**config.mk**
```make
export PLATFORM = sky130hd
export DESIGN_NAME = utf8_to_utf16be_transcoder_core
export DESIGN_NICKNAME = d
export VERILOG_FILES = /design/src/u8u16_pkg.sv /design/src/u8u16_decode.sv /design/src/u8u16_serializer.sv /design/src/utf8_to_utf16be_transcoder_core.sv
export SDC_FILE = /design/constraint.sdc
export NUM_CORES = 1
export LEC_CHECK = 0
export BUFFER_PORTS_ARGS = -buffer_cell sky130_fd_sc_hd__buf_4
export CORE_ASPECT_RATIO = 0.8
export CORE_MARGIN = 2
export CORE_UTILIZATION = 25
export DETAILED_ROUTE_END_ITERATION = 8
export PLACE_DENSITY_LB_ADDON = 0.12
export SLEW_MARGIN = 20
export SYNTH_ARGS = -nofsm -noshare
export SYNTH_HDL_FRONTEND = slang
export SYNTH_SLANG_ARGS = --single-unit
export TNS_END_PERCENT = 30
```
**constraint.sdc**
```tcl
create_clock -name clk_i -period 14.48 [get_ports clk_i]
set_clock_uncertainty 0.05 [all_clocks]
set_input_delay 0.724 -clock clk_i [delete_from_list [all_inputs] [get_ports clk_i]]
set_output_delay 0.724 -clock clk_i [all_outputs]
set_load 0.02 [all_outputs]
```
**src/u8u16_pkg.sv**
```systemverilog
package u8u16_pkg;

  localparam int unsigned ByteW   = 8;
  localparam int unsigned CpW     = 21;
  localparam int unsigned MaxBeats = 4;
  localparam int unsigned IdxW    = $clog2(MaxBeats);

  localparam logic [CpW-1:0] CpBmpMax  = 21'h00FFFF;
  localparam logic [CpW-1:0] CpMax     = 21'h10FFFF;
  localparam logic [CpW-1:0] CpSuppBase = 21'h010000;
  localparam logic [5:0]     HiSurPfx  = 6'b110110;  // 0xD800 >> 10
  localparam logic [5:0]     LoSurPfx  = 6'b110111;  // 0xDC00 >> 10

  // up to four output beats produced by one input byte
  typedef struct packed {
    logic [MaxBeats-1:0][ByteW-1:0] data;
    logic [IdxW-1:0]                last_idx;
    logic                           status;
    logic                           done;
  } burst_t;

endpackage

```
**src/u8u16_decode.sv**
```systemverilog
module u8u16_decode
  import u8u16_pkg::*;
(
  input  logic             clk_i,
  input  logic             rst_ni,
  input  logic             step_i,
  input  logic [ByteW-1:0] byte_i,
  input  logic             end_i,
  output logic             has_result_o,
  output burst_t           burst_o
);

  logic [1:0]     pend_q, pend_d;
  logic [CpW-1:0] acc_q, acc_d;
  logic           drop_q, drop_d;

  logic [CpW-1:0] acc_ext;
  logic [CpW-1:0] supp;
  logic [1:0]     pend_dec;

  assign acc_ext  = {acc_q[CpW-7:0], byte_i[5:0]};
  assign pend_dec = pend_q - 2'd1;
  assign supp     = acc_ext - CpSuppBase;

  always_comb begin
    pend_d       = pend_q;
    acc_d        = acc_q;
    drop_d       = drop_q;
    has_result_o = 1'b0;
    burst_o      = '0;

    if (drop_q) begin
      if (end_i) begin
        drop_d = 1'b0;
        pend_d = 2'd0;
        acc_d  = '0;
      end
    end else if (pend_q == 2'd0) begin
      if (!byte_i[7]) begin
        has_result_o     = 1'b1;
        burst_o.data[0]  = '0;
        burst_o.data[1]  = byte_i;
        burst_o.last_idx = IdxW'(1);
        burst_o.done     = end_i;
      end else if (byte_i[7:5] == 3'b110 || byte_i[7:4] == 4'b1110 ||
                   byte_i[7:3] == 5'b11110) begin
        if (end_i) begin
          // string ends right after a lead byte
          has_result_o   = 1'b1;
          burst_o.status = 1'b1;
          burst_o.done   = 1'b1;
          pend_d         = 2'd0;
          acc_d          = '0;
        end else if (byte_i[5] == 1'b0) begin
          acc_d  = CpW'(byte_i[4:0]);
          pend_d = 2'd1;
        end else if (byte_i[4] == 1'b0) begin
          acc_d  = CpW'(byte_i[3:0]);
          pend_d = 2'd2;
        end else begin
          acc_d  = CpW'(byte_i[2:0]);
          pend_d = 2'd3;
        end
      end else begin
        has_result_o   = 1'b1;
        burst_o.status = 1'b1;
        burst_o.done   = 1'b1;
        drop_d         = !end_i;
      end
    end else begin
      if (byte_i[7:6] != 2'b10) begin
        has_result_o   = 1'b1;
        burst_o.status = 1'b1;
        burst_o.done   = 1'b1;
        drop_d         = !end_i;
        pend_d         = 2'd0;
        acc_d          = '0;
      end else if (pend_dec == 2'd0) begin
        pend_d       = 2'd0;
        acc_d        = '0;
        has_result_o = 1'b1;
        if (acc_ext <= CpBmpMax) begin
          burst_o.data[0]  = acc_ext[15:8];
          burst_o.data[1]  = acc_ext[7:0];
          burst_o.last_idx = IdxW'(1);
          burst_o.done     = end_i;
        end else if (acc_ext > CpMax) begin
          burst_o.status = 1'b1;
          burst_o.done   = 1'b1;
          drop_d         = !end_i;
        end else begin
          burst_o.data[0]  = {HiSurPfx, supp[19:18]};
          burst_o.data[1]  = supp[17:10];
          burst_o.data[2]  = {LoSurPfx, supp[9:8]};
          burst_o.data[3]  = supp[7:0];
          burst_o.last_idx = IdxW'(3);
          burst_o.done     = end_i;
        end
      end else if (end_i) begin
        // truncated sequence
        has_result_o   = 1'b1;
        burst_o.status = 1'b1;
        burst_o.done   = 1'b1;
        pend_d         = 2'd0;
        acc_d          = '0;
      end else begin
        acc_d  = acc_ext;
        pend_d = pend_dec;
      end
    end
  end

  always_ff @(posedge clk_i or negedge rst_ni) begin
    if (!rst_ni) begin
      pend_q <= 2'd0;
      acc_q  <= '0;
      drop_q <= 1'b0;
    end else if (step_i) begin
      pend_q <= pend_d;
      acc_q  <= acc_d;
      drop_q <= drop_d;
    end
  end

endmodule

```
**src/u8u16_serializer.sv**
```systemverilog
module u8u16_serializer
  import u8u16_pkg::*;
(
  input  logic             clk_i,
  input  logic             rst_ni,
  input  logic             load_i,
  input  burst_t           burst_i,
  output logic             free_o,
  output logic             out_valid_o,
  input  logic             out_ready_i,
  output logic [ByteW-1:0] out_byte_o,
  output logic             status_o,
  output logic             run_last_o,
  output logic             string_done_o
);

  logic            valid_q;
  logic [IdxW-1:0] idx_q;
  burst_t          burst_q;
  logic            fire;

  assign out_valid_o   = valid_q;
  assign out_byte_o    = burst_q.data[idx_q];
  assign status_o      = burst_q.status;
  assign run_last_o    = (idx_q == burst_q.last_idx);
  assign string_done_o = burst_q.done && run_last_o;

  assign fire   = valid_q && out_ready_i;
  // register is free when empty or as the final beat of the burst leaves
  assign free_o = !valid_q || (fire && run_last_o);

  always_ff @(posedge clk_i or negedge rst_ni) begin
    if (!rst_ni) begin
      valid_q <= 1'b0;
      idx_q   <= '0;
    end else if (load_i) begin
      valid_q <= 1'b1;
      idx_q   <= '0;
    end else if (fire) begin
      if (run_last_o) begin
        valid_q <= 1'b0;
      end else begin
        idx_q <= idx_q + IdxW'(1);
      end
    end
  end

  always_ff @(posedge clk_i) begin
    if (load_i) begin
      burst_q <= burst_i;
    end
  end

endmodule

```
**src/utf8_to_utf16be_transcoder_core.sv**
```systemverilog
// Channel | Direction | Handshake             | Payload
// input   | in        | in_valid_i/in_ready_o | in_byte_i, string_end_i
// output  | out       | out_valid_o/out_ready_i | out_byte_o, status_o, run_last_o,
//         |           |                       | string_done_o
//
// One input byte is registered, then decoded and its beats (0, 1, 2 or 4) loaded into
// the burst register once it is free; it sends one beat per cycle unless stalled.
// An ASCII byte therefore gives two beats, a supplementary code point four; a new byte
// is decoded only once the burst register is free, so its beat count sets the rate.
// Reset (rst_ni low, async) clears the decoder state and all valid flags.
// A stalled output holds the burst; the input register fills and in_ready_o drops.
module utf8_to_utf16be_transcoder_core
  import u8u16_pkg::*;
(
  input  logic             clk_i,
  input  logic             rst_ni,
  input  logic             in_valid_i,
  output logic             in_ready_o,
  input  logic [ByteW-1:0] in_byte_i,
  input  logic             string_end_i,
  output logic             out_valid_o,
  input  logic             out_ready_i,
  output logic [ByteW-1:0] out_byte_o,
  output logic             status_o,
  output logic             run_last_o,
  output logic             string_done_o
);

  logic             in_valid_q;
  logic [ByteW-1:0] in_byte_q;
  logic             in_end_q;
  logic             step;
  logic             free;
  logic             has_result;
  burst_t           burst;

  assign step       = in_valid_q && free;
  assign in_ready_o = !in_valid_q || step;

  always_ff @(posedge clk_i or negedge rst_ni) begin
    if (!rst_ni) begin
      in_valid_q <= 1'b0;
    end else if (in_ready_o) begin
      in_valid_q <= in_valid_i;
    end
  end

  always_ff @(posedge clk_i) begin
    if (in_ready_o && in_valid_i) begin
      in_byte_q <= in_byte_i;
      in_end_q  <= string_end_i;
    end
  end

  u8u16_decode u_decode (
    .clk_i,
    .rst_ni,
    .step_i       (step),
    .byte_i       (in_byte_q),
    .end_i        (in_end_q),
    .has_result_o (has_result),
    .burst_o      (burst)
  );

  u8u16_serializer u_serializer (
    .clk_i,
    .rst_ni,
    .load_i        (step && has_result),
    .burst_i       (burst),
    .free_o        (free),
    .out_valid_o,
    .out_ready_i,
    .out_byte_o,
    .status_o,
    .run_last_o,
    .string_done_o
  );

endmodule

```
---- Word-level counts from Yosys, hierarchy flattened ----
Cells that the tools add are included.
storage, ports and cells
  register bits ........................... 67
  word-level logic and storage cells ...... 116
  input port bits ......................... 13
  output and inout port bits .............. 13
operators by class
  add/subtract/negate cells ............... 3
  $lt $le $gt $ge ......................... 3
  reduce and logical (&&, ||, !) cells .... 22
  bitwise logic cells ..................... 1
  eq/ne operators ......................... 9
  multiplexer cells ....................... 62
operators by type and width
  cell                                                              count
  two-way mux 15 bit                                                9
  two-way mux 18 bit                                                3
  two-way mux 2 bit                                                 17
  two-way mux 34 bit                                                1
  two-way mux 1 bit                                                 26
  greater-than comparator 21 bit, second input constant             1
  less-or-equal comparator 21 x 16 -> 1 bit, second input constant  1
  two-way mux 20 bit                                                1
  subtractor 20 x 17 -> 20 bit, second input constant               1
  two-way mux 17 bit                                                1
  binary-select mux 8 bit (select 2 bit)                            1
  two-way mux 8 bit                                                 1
  logical AND 1 bit                                                 6
  != test 3 x 2 -> 1 bit, second input constant                     2
  OR reduction 6 bit                                                1
  equality test 5 bit, second input constant                        1
  two-way mux 5 bit                                                 1
  OR reduction 5 bit                                                1
  equality test 4 bit, second input constant                        1
  logical NOT 2 bit                                                 2
  logical OR 1 bit                                                  4
  two-way mux 4 bit                                                 1
  != test 2 bit, second input constant                              2
  AND reduction 2 bit                                               2
  other kinds (10)                                                  13

---- Longest topological paths before layout ----
Gate-level depths: netlist of run 1.
  word-level depth ........................ 10
  mapped depth ............................ 10
  mapped depth without buffers ............ 7

---- Modules after synthesis ----
From an unflattened synthesis of run 1, not the netlist that was laid out.
unflattened totals
  cells, all modules ...................... 267
  area, all modules ....................... 3,321.9 µm²
modules (own cells, without submodules)
  module                           area each (µm²)  times used  seq. area each (µm²)  cells an instance
  u8u16_decode                     1,506.4          1           450.4                 186
  u8u16_serializer                 1,478.9          1           1,156.1               66
  utf8_to_utf16be_transcoder_core  336.6            1           295.3                 15

---- Worst setup path after synthesis of run 1 ----
OpenSTA, ideal clock, no wires.
  kind .................................... flip-flop to flip-flop
  start ................................... register u_serializer.burst_q[26] (netlist name)
  end ..................................... register u_serializer.burst_q[0] in the netlist's numbering (enable)
  library setup time ...................... 0.502 ns
  stages on the path, launching flop included .. 5
  clock period less this slack ............ 4.977 ns
  buffers on the path ..................... 0
  setup slack ............................. 9.503 ns
  required time ........................... 13.928 ns
  data arrival time ....................... 4.425 ns
  path through ............................ edfxtp_1 -> xor2_1 -> nor2_1 -> a31oi_1 -> nor4_1
RTL lines
  item                  line                    text
  end signal, assigned  u8u16_serializer.sv:50  burst_q <= burst_i;
  end, declared         u8u16_serializer.sv:19  burst_t burst_q;

---- Worst setup path after layout of run 1 ----
  start ................................... register u_decode.pend_q[0]
  end ..................................... register u_serializer.burst_q[18] in the netlist's numbering, data pin
between the ends
  word-level cells in the longest chain between the ends .. 5
  elaborated cells on any way between the ends .. 6
  classes of those cells .................. add/sub (1); mux (3); reduce/logical (2)
RTL lines
  item                       line                 text
  start, declared            u8u16_decode.sv:13   logic [1:0] pend_q, pend_d;
  start signal, assigned     u8u16_decode.sv:119  pend_q <= pend_d;
  subtractor 2 x 1 -> 2 bit  u8u16_decode.sv:22   assign pend_dec = pend_q - 2'd1;
  logical NOT 2 bit          u8u16_decode.sv:78   end else if (pend_dec == 2'd0) begin
  two-way mux 18 bit         u8u16_decode.sv:78
  two-way mux 18 bit         u8u16_decode.sv:71   if (byte_i[7:6] != 2'b10) begin
  two-way mux 20 bit *       u8u16_decode.sv:38   end else if (pend_q == 2'd0) begin
Mark *: on every way between the ends. The rest lies on a longest branch, timed or not.
A chain may end at the register's enable or synchronous reset.

==> results of run 1 <==
[metal layers]
layer	up-vias	global-route usage	part of all wire
met2	33	0.1719	0.42
met1	1010	0.1750	0.53
met5	-	0	0
met3	11	0.03373	0.036
met4	0	0.04565	0.015
li1	986	-	-
[cell usage in the layout, fill, tap and decap left out, types with 7 or more instances in the layout]
cell,Yosys,final
mux2i_1,15,15
nor3_1,8,8
clkbuf_16,0,9
dfrtp_1,22,22
buf_4,0,27
and2_1,14,14
edfxtp_1,39,39
a21oi_1,7,7
nand3_1,8,8
nor2_1,13,13
a22o_1,10,10
nand2_1,20,20
inv_1,21,21
mux4_2,7,7
[sequential cells by signal (all words and copies together), names as in the netlist]
name                      flops
in_byte_q                     8
in_end_q                      1
in_valid_q                    1
u_decode.acc_q               15
u_decode.drop_q               1
u_decode.pend_q               2
u_serializer.burst_q         29
u_serializer.idx_q            2
u_serializer.out_valid_o      1
u_serializer.status_o         1
[final timing paths]
kind	end	startpoint	cells after the start
max	u_serializer.burst_q[18]	u_decode.pend_q[0]	7
min	u_decode.pend_q[0]	rst_ni	1
max reg2reg	u_serializer.burst_q[18]	u_decode.pend_q[0]	7
min reg2reg	u_decode.pend_q[1]	u_decode.pend_q[1]	1
max in group asynchronous	u_decode.acc_q[0]	rst_ni	1
min in group clk_i	u_decode.pend_q[1]	u_decode.pend_q[1]	1
[cell type report]
| cell class | instances | area [sq um] | area share |
|---|---|---|---|
| clock inverters | 5 | 51.30 | 0.01389 |
| flip-flops and latches | 61 | 1722 | 0.4661 |
| clock buffers | 10 | 239.0 | 0.06470 |
| repair buffers | 27 | 202.7 | 0.05488 |
| well taps | 152 | 190.2 | 0.05149 |
| inverters | 21 | 78.83 | 0.02134 |
| multi-input cells | 159 | 1210 | 0.3276 |
[cell families after synthesis]
| group | after synthesis |
|---|---|
| compound gates | 39 |
| xor+xnor | 5 |
| fa+ha+maj | 3 |
| buf+inv | 32 |
| flops | 61 |
| mux | 27 |
| simple gates | 85 |
[power by group through the flow]
| stage | logic (mW) | clock network, mW | registers (mW) |
|---|---|---|---|
| CTS | 0.272 | 0.216 | 0.316 |
| finish | 0.267 | 0.211 | 0.315 |
| global route | 0.293 | 0.223 | 0.325 |
| floorplan | 0.202 | 0 | 0.293 |
| detailed placement | 0.271 | 0 | 0.320 |
| global placement | 0.272 | 0 | 0.319 |
[per-stage QoR]
stage | util | setup WS, ns | hold slack (ns) | area [sq um]
after floorplan | - | 9.503 | 0.3784 | 3072
after global placement | 0.2819 | 11.45 | 0.4488 | 3403
after detailed placement | 0.2819 | 11.36 | 0.4510 | 3403
after CTS | 0.3060 | 11.36 | 0.2487 | 3694
after global routing | 0.3060 | 11.15 | 0.2660 | 3694
final | 0.3060 | 11.36 | 0.2440 | 3694
[critical path: stages (launching register included)]
cell and delay [ns]:
dfrtp_1 0.34, inv_1 0.06, ha_1 0.30, or3b_1 0.49, or3_4 0.38, a41o_2 0.28, nor4_4 0.79, a221o_1 0.29
==> impl_metrics.py, run 1 <==
metrics = {
    "outcome": {
        "outcome": "finished clean",
    },
    "logic_synthesis": {
        "ys_seq_area_frac": 0.5605,
        "ys_seq_elements": 61,
        "yosys_warnings": 0,
        "synthXorXnorAreaFrac": 0.01426,
        "synth_common_cells": "edfxtp_1, dfrtp_1, inv_1",
        "yosysTopAreaCell": "edfxtp_1",
        "synth_edf_count": 39,
        "syn-num-nets": 268,
        "synth_top_family_by_area": "simple AND/OR/NAND/NOR gates",
        "synthMuxAreaShare": 0.1185,
        "synth_flop_cell": "edfxtp_1",
        "synth_adder_area_share": 0.01222,
        "ys_async_sr_fraction": 0.3607,
        "netlist_area_sq_um": 3072,
        "synth_compound_area_frac": 0.09735,
        "syn_inst": 252,
        "avgSynthCellArea_sq_um": 12.19,
        "yosysTopAreaCellShare": 0.3813,
        "ys_types": 48,
        "ys_top_cells_by_area": "edfxtp_1, dfrtp_1, mux4_2, mux2i_1, a22o_1",
        "synthMostInstantiatedCell": "edfxtp_1",
        "synth-simple-area-share": 0.1495,
    },
    "clocking": {
        "clkTransAtPathRegs_ns": 0.05,
        "clock_latency_ns": 0.33,
        "root_buffer": "clkbuf_16",
        "holdBufCountCts": 0,
        "numCtsBuffers": 9,
        "cts_setup_buffers": 0,
        "htree_num_levels": 3,
        "cts_resized": 0,
        "cts_buffer_depth": 2,
        "cts_tree": "built",
        "clock_sinks": 61,
    },
    "pwr": {
        "power.density_nw_per_um2": 214.4,
        "p_switching_uw": 276.7,
        "p_comb_frac": 0.337,
        "power_leakage_nw": 1.409,
        "internal-power_uw": 515.2,
        "ir_drop_mv": 0.05923,
        "power_uw": 791.9,
        "seqPwrFrac": 0.397,
        "swShare": 0.3494,
        "p_clk_frac": 0.266,
    },
    "place": {
        "io_buffers": 25,
        "gp_congestion": 0.8111,
        "dp_hpwl_microns": 5182,
        "place_inst": 420,
    },
    "floorplanning": {
        "dieWidth_microns": 127.9,
        "ios": 26,
        "core-area_sq_um": 12070,
        "die_area_sq_um": 13200,
        "die_y_microns": 103.1,
        "rows": 36,
        "start_util": 0.2545,
    },
    "route": {
        "ant_nets": 0,
        "wl_microns": 7271,
        "vias_per_cell": 4.690,
        "vias": 2040,
        "drc_errors": 0,
        "wl_per_cell_microns": 16.71,
        "drtIter0Drc": 176,
        "first_pass_iters": 4,
    },
    "setup_path": {
        "cp_max_fo": 21,
        "r2r_setup_slack_ns": 11.36,
        "arrival_ns": 3.26,
        "worst_setup_path_end_kind": "register",
        "crit_type": "register to register",
        "worstPathRequired_ns": 14.62,
        "cp-start-kind": "register",
    },
    "timing": {
        "maxSlewHeadroom": 0.4058,
        "setup_viol": 0,
        "tns_ns": 0,
        "fmax_mhz": 320.5,
        "min_period_ns": 3.120,
        "rsz0062_at_grt": "false",
        "hold_violations": 0,
        "worst_pin_slew_ns": 0.8846,
        "fin_crit_sh": 0.2155,
        "maxSlewViolCount": 0,
    },
    "global_routing": {
        "grt_max_degree": 34,
        "antenna_found_initial": 0,
        "grt_overflow_total": 0,
        "grt_first_pass_wirelength_microns": 11650,
        "grt.total_usage": 0.1210,
        "grt_pass1_vias": 2028,
    },
    "cells_and_area": {
        "drive_gt1_frac": 0.2049,
        "stdcell_count": 435,
        "syn2layout_area_growth_pct": 20.24,
        "layout.nets": 295,
        "n_antenna_cell": 0,
        "nFillCells": 1229,
    },
    "min_path": {
        "hp-class": "input port to asynchronous set/reset pin",
    },
    "flow_run": {
        "maxCapViolCount": 0,
    },
}
No activity file was read; power rests on OpenSTA's default activity.
==> run 2: changes to the inputs <==
Clock period 14.48 ns to 3.3 ns, I/O delays scaled along.
==> impl_metrics.py, run 2 (same netlist as run 1, synthesis figures left out) <==
metrics = {
    "timing": {
        "worst_pin_slew_ns": 0.6896,
        "rsz0062_at_grt": "false",
        "setup_viol": 0,
        "hold_violations": 0,
        "min_period_ns": 2.862,
        "hold_ws_ns": 0.1413,
        "maxSlewViolCount": 0,
        "maxSlewHeadroom": 0.5385,
        "tns_ns": 0,
        "fin_crit_sh": 0.8671,
        "fmax_mhz": 349.5,
    },
    "floorplanning": {
        "start_util": 0.2545,
        "rows": 36,
        "die_y_microns": 103.1,
        "dieWidth_microns": 127.9,
        "die_area_sq_um": 13200,
        "core-area_sq_um": 12070,
        "ios": 26,
    },
    "cells_and_area": {
        "regMostFlops": "u_serializer.burst_q",
        "n_antenna_cell": 0,
        "final_cell_mix": "edfxtp_1, buf_4, dfrtp_1",
        "largest_registers": "u_serializer.burst_q x29, u_decode.acc_q x15, in_byte_q x8",
        "final_common_cell": "edfxtp_1",
        "syn2layout_area_growth_pct": 25.66,
        "layout.nets": 311,
        "drive_gt1_frac": 0.2200,
        "largest_reg_flops": 29,
    },
    "global_routing": {
        "grt_overflow_total": 0,
        "grt.total_usage": 0.1224,
        "grt_first_pass_wirelength_microns": 11800,
        "grt_use_met1": 0.1798,
        "busiest_layer": "met1",
        "use_met3": 0.03684,
        "antenna_found_initial": 0,
        "met2_usage": 0.1724,
        "grt_max_degree": 34,
        "grt_pass1_vias": 1997,
    },
    "place": {
        "io_buffers": 25,
        "dp_hpwl_microns": 5219,
        "gp_congestion": 0.7844,
    },
    "route": {
        "vias_per_cell": 4.467,
        "wl_microns": 7266,
        "drtIter0Drc": 118,
        "wl_per_cell_microns": 16.08,
        "drc_errors": 0,
        "ant_nets": 0,
        "vias": 2019,
        "first_pass_iters": 4,
    },
    "clocking": {
        "htree_num_levels": 3,
        "cts_setup_buffers": 0,
        "root_buffer": "clkbuf_16",
        "cts_tree": "built",
        "numCtsBuffers": 9,
        "clock_latency_ns": 0.33,
        "cts_resized": 0,
        "clkTransAtPathRegs_ns": 0.05,
        "cts_buffer_depth": 2,
        "clock_sinks": 61,
    },
    "pwr": {
        "power.density_nw_per_um2": 912.0,
        "internal-power_mw": 2.282,
        "p_switching_mw": 1.238,
        "power_leakage_nw": 1.477,
        "swShare": 0.3516,
        "p_comb_frac": 0.355,
        "ir_drop_mv": 0.2662,
        "p_clk_frac": 0.263,
        "power_mw": 3.520,
        "seqPwrFrac": 0.382,
    },
    "setup_path": {
        "worstPathRequired_ns": 3.45,
        "cp_slowest_cell": "or3b_1",
        "cp_max_fo": 15,
        "worst_setup_path_end_kind": "register",
        "worstPathCellList": "inv_1 > ha_1 > or3b_1 > or3_4 > a41o_2 > nor4_4 > buf_4 > a221o_1",
        "max_stage_delay_ns": 0.48,
        "crit_type": "register to register",
        "arrival_ns": 3.01,
        "cp-start-kind": "register",
    },
    "min_path": {
        "hp-class": "input port to register",
    },
    "outcome": {
        "outcome": "finished clean",
    },
    "flow_run": {
        "maxCapViolCount": 0,
    },
}
==> run 2: final timing paths <==
kind	start	to	slack, ns	depth (start not counted)
hold reg to reg	u_decode.pend_q[1]	u_decode.pend_q[1]	0.46	1
setup reg to reg	u_decode.pend_q[0]	u_serializer.burst_q[18]	0.44	8
max in group asynchronous	rst_ni	u_decode.acc_q[8]	2.70	2
hold / removal	out_ready_i	u_serializer.out_valid_o	0.14	3
min in group asynchronous	rst_ni	u_serializer.idx_q[1]	0.24	2
setup / recovery	u_decode.pend_q[0]	u_serializer.burst_q[18]	0.44	8
==> run 2: worst max-delay path, delay by kind of cell (launching register included) <==
family	cells	cell delay, ns
AOI/OAI and AO/OA	2	0.45
and+or+nand+nor	3	1.26
DFF	1	0.34
adders and majority gates	1	0.29
buffers and inverters	2	0.34
==> run 2: final cells by class <==
type	instances	area, sq um
sequential	61	1722
fill	1212	8212
multi-input combinational	159	1219
timing repair buffer	43	350.3
inverter	21	78.83
tap	152	190.2
clock buffer	9	225.2
clock inverter	7	75.07
==> run 2: per-stage QoR <==
step | area, sq um | std cells | util | setup slack, ns
floorplan | 3087 | 252 | - | 0.3794
global placement | 3450 | 425 | 0.2858 | 0.5313
detailed placement | 3450 | 425 | 0.2858 | 0.4629
CTS | 3860 | 452 | 0.3198 | 0.4481
global route | 3860 | 452 | 0.3198 | 0.2686
finish | 3860 | 452 | 0.3198 | 0.4385
==> run 2: layer usage <==
layer	up-vias	routed length (microns)
met5	-	0
met4	0	87
met3	7	227
met2	29	2951
met1	966	4000
li1	1017	-
==> run 2: power groups by stage <==
stage	Clock (mW)	Combinational, mW	Sequential (mW)
final	0.926	1.25	1.34
after floorplan	0	0.904	1.27
after CTS	0.952	1.28	1.35
after detailed placement	0	1.26	1.36
after global routing	0.989	1.37	1.38
after global placement	0	1.27	1.36
==> run 2: timing repair <==
item | 4_1_cts | 5_1_grt
hold buffers | 11 | 0
endpoints found under the setup margin | 0 | 0
hold endpoints to repair | 32 | 0
==> run 3: changes to the inputs <==
Settings changed: PLACE_DENSITY_LB_ADDON 0.12 to unset.
==> impl_metrics.py, run 3 (same netlist as run 1, synthesis figures left out) <==
metrics = {
    "outcome": {
        "outcome": "finished clean",
    },
    "floorplanning": {
        "start_util": 0.2545,
        "rows": 36,
        "die_y_microns": 103.1,
        "dieWidth_microns": 127.9,
        "core-area_sq_um": 12070,
        "die_area_sq_um": 13200,
        "ios": 26,
    },
    "clocking": {
        "htree_num_levels": 3,
        "numCtsBuffers": 9,
        "cts_tree": "built",
        "clock_sinks": 61,
        "clock_latency_ns": 0.33,
        "root_buffer": "clkbuf_16",
        "clkTransAtPathRegs_ns": 0.06,
        "cts_resized": 0,
        "cts_buffer_depth": 2,
    },
    "global_routing": {
        "antenna_found_initial": 0,
        "grt_first_pass_wirelength_microns": 11240,
        "grt_overflow_total": 0,
        "grt.total_usage": 0.1116,
        "grt_max_degree": 34,
        "grt_pass1_vias": 2131,
    },
    "cells_and_area": {
        "syn2layout_area_growth_pct": 27.25,
        "drive_gt1_frac": 0.2121,
        "regMostFlops": "u_serializer.burst_q",
        "largest_reg_flops": 29,
        "final_cell_mix": "edfxtp_1, buf_4, dfrtp_1",
        "n_antenna_cell": 0,
        "largest_registers": "u_serializer.burst_q x29, u_decode.acc_q x15, in_byte_q x8",
        "final_common_cell": "edfxtp_1",
        "layout.nets": 308,
    },
    "timing": {
        "hold_violations": 0,
        "maxSlewViolCount": 0,
        "rsz0062_at_grt": "false",
        "fmax_mhz": 369.8,
        "tns_ns": 0,
        "min_period_ns": 2.704,
        "setup_viol": 0,
        "fin_crit_sh": 0.8194,
        "maxSlewHeadroom": 0.5376,
        "setup_ws_ns": 0.5960,
        "worst_pin_slew_ns": 0.6910,
    },
    "route": {
        "wl_microns": 6839,
        "vias": 2081,
        "first_pass_iters": 4,
        "ant_nets": 0,
        "wl_per_cell_microns": 15.23,
        "drtIter0Drc": 171,
        "drc_errors": 0,
        "vias_per_cell": 4.635,
    },
    "flow_run": {
        "maxCapViolCount": 0,
    },
    "setup_path": {
        "critPathTopFamily": "simple AND/OR/NAND/NOR gates",
        "worst_setup_path_end_kind": "register",
        "cp-start-kind": "register",
        "r2r_setup_slack_ns": 0.60,
        "cp_slowest_cell": "or3b_1",
        "worstPathCellList": "inv_1 > ha_1 > or3b_1 > or3_4 > a41o_2 > nor4_4 > buf_4 > a22o_1",
        "arrival_ns": 2.85,
        "worstPathBufferInverterCount": 2,
        "crit_type": "register to register",
        "cp_max_fo": 21,
        "max_stage_delay_ns": 0.49,
        "worstPathRequired_ns": 3.45,
    },
    "place": {
        "pre_cts_slack_ns": 0.6204,
        "dp_hpwl_microns": 4858,
        "gp_congestion": 0.8701,
        "io_buffers": 25,
    },
    "pwr": {
        "ir_drop_mv": 0.2861,
        "power_mw": 3.736,
        "power.density_nw_per_um2": 955.8,
        "power_leakage_nw": 1.504,
    },
    "min_path": {
        "hp-class": "input port to register",
    },
}
run 3: changes by cell type in the layout (fill, tap and decap cells not counted), sizes merged:
cell	change
bufinv	+3
clkinvlp	-3
buf	-3
run 3: worst register-to-register path, cell delays in order, from the launching register on:
cell and delay (ns):
dfrtp_1 0.35, inv_1 0.06, ha_1 0.30, or3b_1 0.49, or3_4 0.38, a41o_2 0.27
nor4_4 0.24, buf_4 0.26, a22o_1 0.18
run 3: per-layer routing:
metal / share of wire / GRT usage / wire [microns] / vias up
met5: 0 / 0 / 0 / -
met4: 0.0042 / 0.03888 / 29 / 0
met3: 0.074 / 0.03062 / 506 / 5
met1: 0.48 / 0.1571 / 3281 / 1010
met2: 0.44 / 0.1662 / 3021 / 65
li1: - / - / - / 1001
run 3: metrics by stage:
stage	hold slack [ns]	instance area, sq um	utilization	std cells
floorplan	-0.1806	3087	-	252
global placement	0.02714	3427	0.2839	422
detailed placement	0.03618	3427	0.2839	422
CTS	0.1176	3909	0.3238	449
global route	0.1355	3909	0.3238	449
finish	0.1241	3909	0.3238	449
run 3: final cells by class:
cell class	count	area, sq um
Multi-Input combinational cell	159	1219
Clock buffer	9	225.2
Tap cell	152	190.2
Inverter	21	78.83
Fill cell	1205	8163
Timing Repair Buffer	40	327.8
Sequential cell	61	1722
Clock inverter	7	146.4
run 3: repair_timing:
item / in CTS / in global routing
hold endpoints to repair: 32 / 0
setup buffers: 0 / 0
hold buffers: 11 / 0
run 3: final timing paths:
path,start,to,depth (start not counted)
worst min register to register,u_decode.pend_q[1],u_decode.pend_q[1],1
max in group asynchronous,rst_ni,u_decode.acc_q[13],2
worst max register to register,u_decode.pend_q[0],u_serializer.burst_q[16],8
min in group asynchronous,rst_ni,u_decode.pend_q[1],2
worst min-delay path,out_ready_i,u_serializer.out_valid_o,3
worst max-delay path,u_decode.pend_q[0],u_serializer.burst_q[16],8
run 3: report_power, final:
part	switching (mW)	internal, mW
Combinational	0.685	0.536
Clock	0.344	0.818
Sequential	0.201	1.15
